<file path="src/pcx_pkg.sv">
package pcx_pkg;

	localparam int PALETTE_ENTRIES = 256;
	localparam int PAL_ADDR_W = (PALETTE_ENTRIES > 1) ? $clog2(PALETTE_ENTRIES) : 1;
	localparam logic [8:0] PALETTE_LIMIT = 9'(PALETTE_ENTRIES);

	localparam logic [7:0] RUN_BASE = 8'd192;

	localparam logic [1:0] FUNC_PAL_WRITE = 2'd0;
	localparam logic [1:0] FUNC_DATA = 2'd1;
	localparam logic [1:0] FUNC_FRAME_START = 2'd2;

	typedef struct packed {
		logic [1:0] func;
		logic [7:0] byte_value;
		logic [7:0] pal_index;
		logic [7:0] pal_red;
		logic [7:0] pal_green;
		logic [7:0] pal_blue;
	} in_item_t;

	typedef struct packed {
		logic [7:0] red;
		logic [7:0] green;
		logic [7:0] blue;
		logic       run_last;
		logic       frame_last;
	} out_item_t;

	typedef enum logic {
		ST_IDLE,
		ST_EMIT
	} state_t;

	typedef struct packed {
		logic pal_write;
		logic frame_start;
		logic mark_finished;
		logic set_run;
		logic emit_begin;
		logic emit_step;
	} cmd_t;

	typedef struct packed {
		logic frame_finished;
		logic frame_full;
		logic expect_value;
		logic is_header;
		logic emit_last;
		logic out_free;
	} status_t;

endpackage

</file>
<file path="src/pcx_ctrl.sv">
module pcx_ctrl import pcx_pkg::*; (
	input  logic       clk,
	input  logic       arst_n,
	input  logic       in_valid,
	input  logic [1:0] func,
	input  status_t    status,
	output logic       in_ready,
	output cmd_t       cmd
);

	state_t state_q;
	state_t state_next;
	logic   accept;
	logic   begins_emit;

	assign accept = in_valid && (state_q == ST_IDLE);

	always_comb begin
		begins_emit = 1'b0;
		if (accept && func == FUNC_DATA && !status.frame_finished && !status.frame_full) begin
			begins_emit = status.expect_value || !status.is_header;
		end
	end

	always_comb begin
		state_next = state_q;
		unique case (state_q)
			ST_IDLE: begin
				if (begins_emit) begin
					state_next = ST_EMIT;
				end
			end
			ST_EMIT: begin
				if (status.out_free && status.emit_last) begin
					state_next = ST_IDLE;
				end
			end
			default: state_next = ST_IDLE;
		endcase
	end

	always_comb begin
		cmd = '0;
		in_ready = 1'b0;
		unique case (state_q)
			ST_IDLE: begin
				in_ready = 1'b1;
				if (accept) begin
					unique case (func)
						FUNC_PAL_WRITE: cmd.pal_write = 1'b1;
						FUNC_FRAME_START: cmd.frame_start = 1'b1;
						FUNC_DATA: begin
							if (!status.frame_finished) begin
								if (status.frame_full) begin
									cmd.mark_finished = 1'b1;
								end else if (begins_emit) begin
									cmd.emit_begin = 1'b1;
								end else begin
									cmd.set_run = 1'b1;
								end
							end
						end
						default: ;
					endcase
				end
			end
			ST_EMIT: begin
				cmd.emit_step = status.out_free;
			end
			default: ;
		endcase
	end

	always_ff @(posedge clk or negedge arst_n) begin
		if (!arst_n) begin
			state_q <= ST_IDLE;
		end else begin
			state_q <= state_next;
		end
	end

endmodule

</file>
<file path="config.mk">
export PLATFORM = sky130hd
export DESIGN_NAME = pcx_ctrl
export DESIGN_NICKNAME = d
export VERILOG_FILES = /design/src/pcx_pkg.sv /design/src/pcx_ctrl.sv
export SDC_FILE = /design/constraint.sdc
export NUM_CORES = 1
export LEC_CHECK = 0
export BUFFER_PORTS_ARGS = -buffer_cell sky130_fd_sc_hd__buf_4
export CAP_MARGIN = 20
export CORE_AREA = 2 2 39 41
export DETAILED_ROUTE_END_ITERATION = 10
export DIE_AREA = 0 0 41 43
export GPL_TIMING_DRIVEN = 0
export PLACE_DENSITY_LB_ADDON = 0.08
export SLEW_MARGIN = 5
export SYNTH_ARGS = -nofsm -noshare
export SYNTH_HDL_FRONTEND = slang
export SYNTH_SLANG_ARGS = --single-unit
</file>
<file path="constraint.sdc">
create_clock -name clk -period 1.4 [get_ports clk]
set_clock_uncertainty 0.05 [all_clocks]
set_input_delay 0.07 -clock clk [delete_from_list [all_inputs] [get_ports clk]]
set_output_delay 0.07 -clock clk [all_outputs]
set_load 0.005 [all_outputs]
</file>
==> impl_metrics.yaml <==
run_status:
  status: "completed"
layout:
  syn2layout_area_growth_pct: 126.0
  reg_top3: "state_q (1)"
  fin_util_pct: 20.43
  n_fill_cell: 153
  top_register: "state_q"
  num_antenna_cells: 0
  drive_gt1_share_pct: 54.55
  largest_reg_flops: 1
  nNetsFinal: 46
  layout_common_cells: "buf_4, nor4_1, nor3_1, and2_1"
  stdcell_count: 49
  fin_area_um2: 282.8
  final_common_cell: "buf_4"
route:
  via_per_inst: 3.592
  drtAntennaViolNets: 0
  drt_first_iter_violations: 0
  post_drt_wl_per_cell_um: 8.265
  drc: 0
  vias: 176
  drt_pre_antenna_iters: 1
  wl_um: 405
run:
  max_cap_violations: 0
critical_path:
  worstSetupPathType: "input port to output port"
  crit_path_cell_trace: "buf_4, or4b_1, nor3_1, buf_4"
  required_ps: 1280
  reg2reg_from: "state_q"
  crit_path_top_delay_cell: "or4b_1"
  critPathMaxStageDelay_ps: 560
  worstPathArrival_ps: 1060
  worstSetupStartpointType: "input port"
  path_max_fanout: 3
  cp-end-kind: "output port"
  worst_path_dominant_cell_family: "simple AND/OR/NAND/NOR gates"
  cp_num_buf_inv: 2
  crit_top_cell: "buf_4"
  crit_start: "status[5]"
synthesis:
  yosysUniqueCellTypes: 12
  syn_area_per_cell_um2: 8.341
  yosysWarnings: 0
  synth_cells: 15
  synth.cell_area_um2: 125.1
  yosysSeqAreaShare_pct: 20.00
  syn_nets: 26
  ys_ff_latch: 1
floorplanning:
  start_util_pct: 9.042
  dieArea_um2: 1763
  core_area_um2: 1384
  die_h_um: 43
  num_rows: 14
  ios: 18
  die_w_um: 41
placed_design:
  placed_area_um2: 272.8
  dp.cells: 48
  hpwlAfterDp_um: 378.3
  pre_cts_slack_ps: 220.9
  gp_congestion: 0.6515
  port_buffers: 17
grt:
  grt_pass1_vias: 157
  grt_max_degree: 7
  grt-ovfl-total: 0
  grt_usage_pct: 4.609
  grt_pass1_wl_um: 627
  antenna_found_initial: 0
clock_tree:
  path_clk_slew_ps: 0
  clk_latency_ps: 0
  ctsResizeCount: 0
timing:
  max_freq_mhz: 846.8
  holdWs_ps: 331.5
  drv_slew: 0
  hold_viol_final: 0
  slew_headroom_pct: 84.39
  worst_pin_slew_ps: 232.1
  tns_ps: 0
  layout_min_cycle_time_ps: 1181
  setup_viol: 0
  rsz0062_at_grt: "no"
  layout_setup_ws_ps: 219.0
  fin_crit_sh_pct: 84.36
power_and_ir_drop:
  power_density_nw_per_um2: 317.7
  p_int_mw: 0.06742
  p_leak_nw: 0.1289
  combPwrFrac_pct: 63.9
  p_clk_share_pct: 0
  switching_share_pct: 24.95
  power_switching_mw: 0.02241
  power_frac_seq_pct: 36.1
  power_mw: 0.08983
  peakVddDrop_uv: 138.4
worst_hold_path:
  hp-class: "input port to asynchronous set/reset pin"
## synth_stat cells (all sizes together)
cell	number	area (um^2)
nor3	2	10.01
inv	1	3.750
o32ai	1	16.27
nor3b	1	7.510
nor4	2	12.51
nand2b	1	6.260
dfrtp	1	25.02
and2	2	12.51
nand4bb	1	11.26
nor2b	1	6.260
or4b	1	10.01
nand2	1	3.750
## worst paths after layout
kind,depth (start not counted),end,slack [ps]
max,4,cmd[1],220
min,2,state_q,330
max reg2reg,2,state_q,370
min reg2reg,2,state_q,490
max in group asynchronous,2,state_q,890
min in group clk,3,cmd[3],340
## logic make-up (layout without fill, tap and decap cells)
| family | count (synthesis) | in the layout | share of synthesized area, % |
|---|---|---|---|
| compound gates | 1 | 1 | 13.00 |
| buf+inv | 1 | 19 | 2.997 |
| flops | 1 | 1 | 20.00 |
| simple gates | 12 | 12 | 64.00 |
## power by group through the flow
stage	combinational [mW]	sequential (mW)	clock, mW
6_report	0.0574	0.0325	0
5_1_grt	0.0635	0.0329	0
4_1_cts	0.0585	0.0325	0
3_5_place_dp	0.0562	0.0325	0
3_3_place_gp	0.0567	0.0325	0
2_1_floorplan	0.0182	0.0322	0
## final cells by class
type	count	area [um^2]	area share (%)
timing repair buffer	18	137.6	48.67
multi-input combinational	13	96.34	34.07
sequential	1	25.02	8.850
tap	16	20.02	7.080
inverter	1	3.754	1.327
## layer usage
layer	up-vias	wire length, um	track usage [%]
met3	0	27	0
met5	-	0	0
met2	6	224	7.500
met1	76	153	7.029
met4	0	0	0
li1	94	-	-
## what timing repair did
item / CTS / global route
hold buffers: 1 / 0
endpoints found under the hold margin: 1 / 0
setup buffers: 0 / 0
Power figures use the tool's default switching activity.
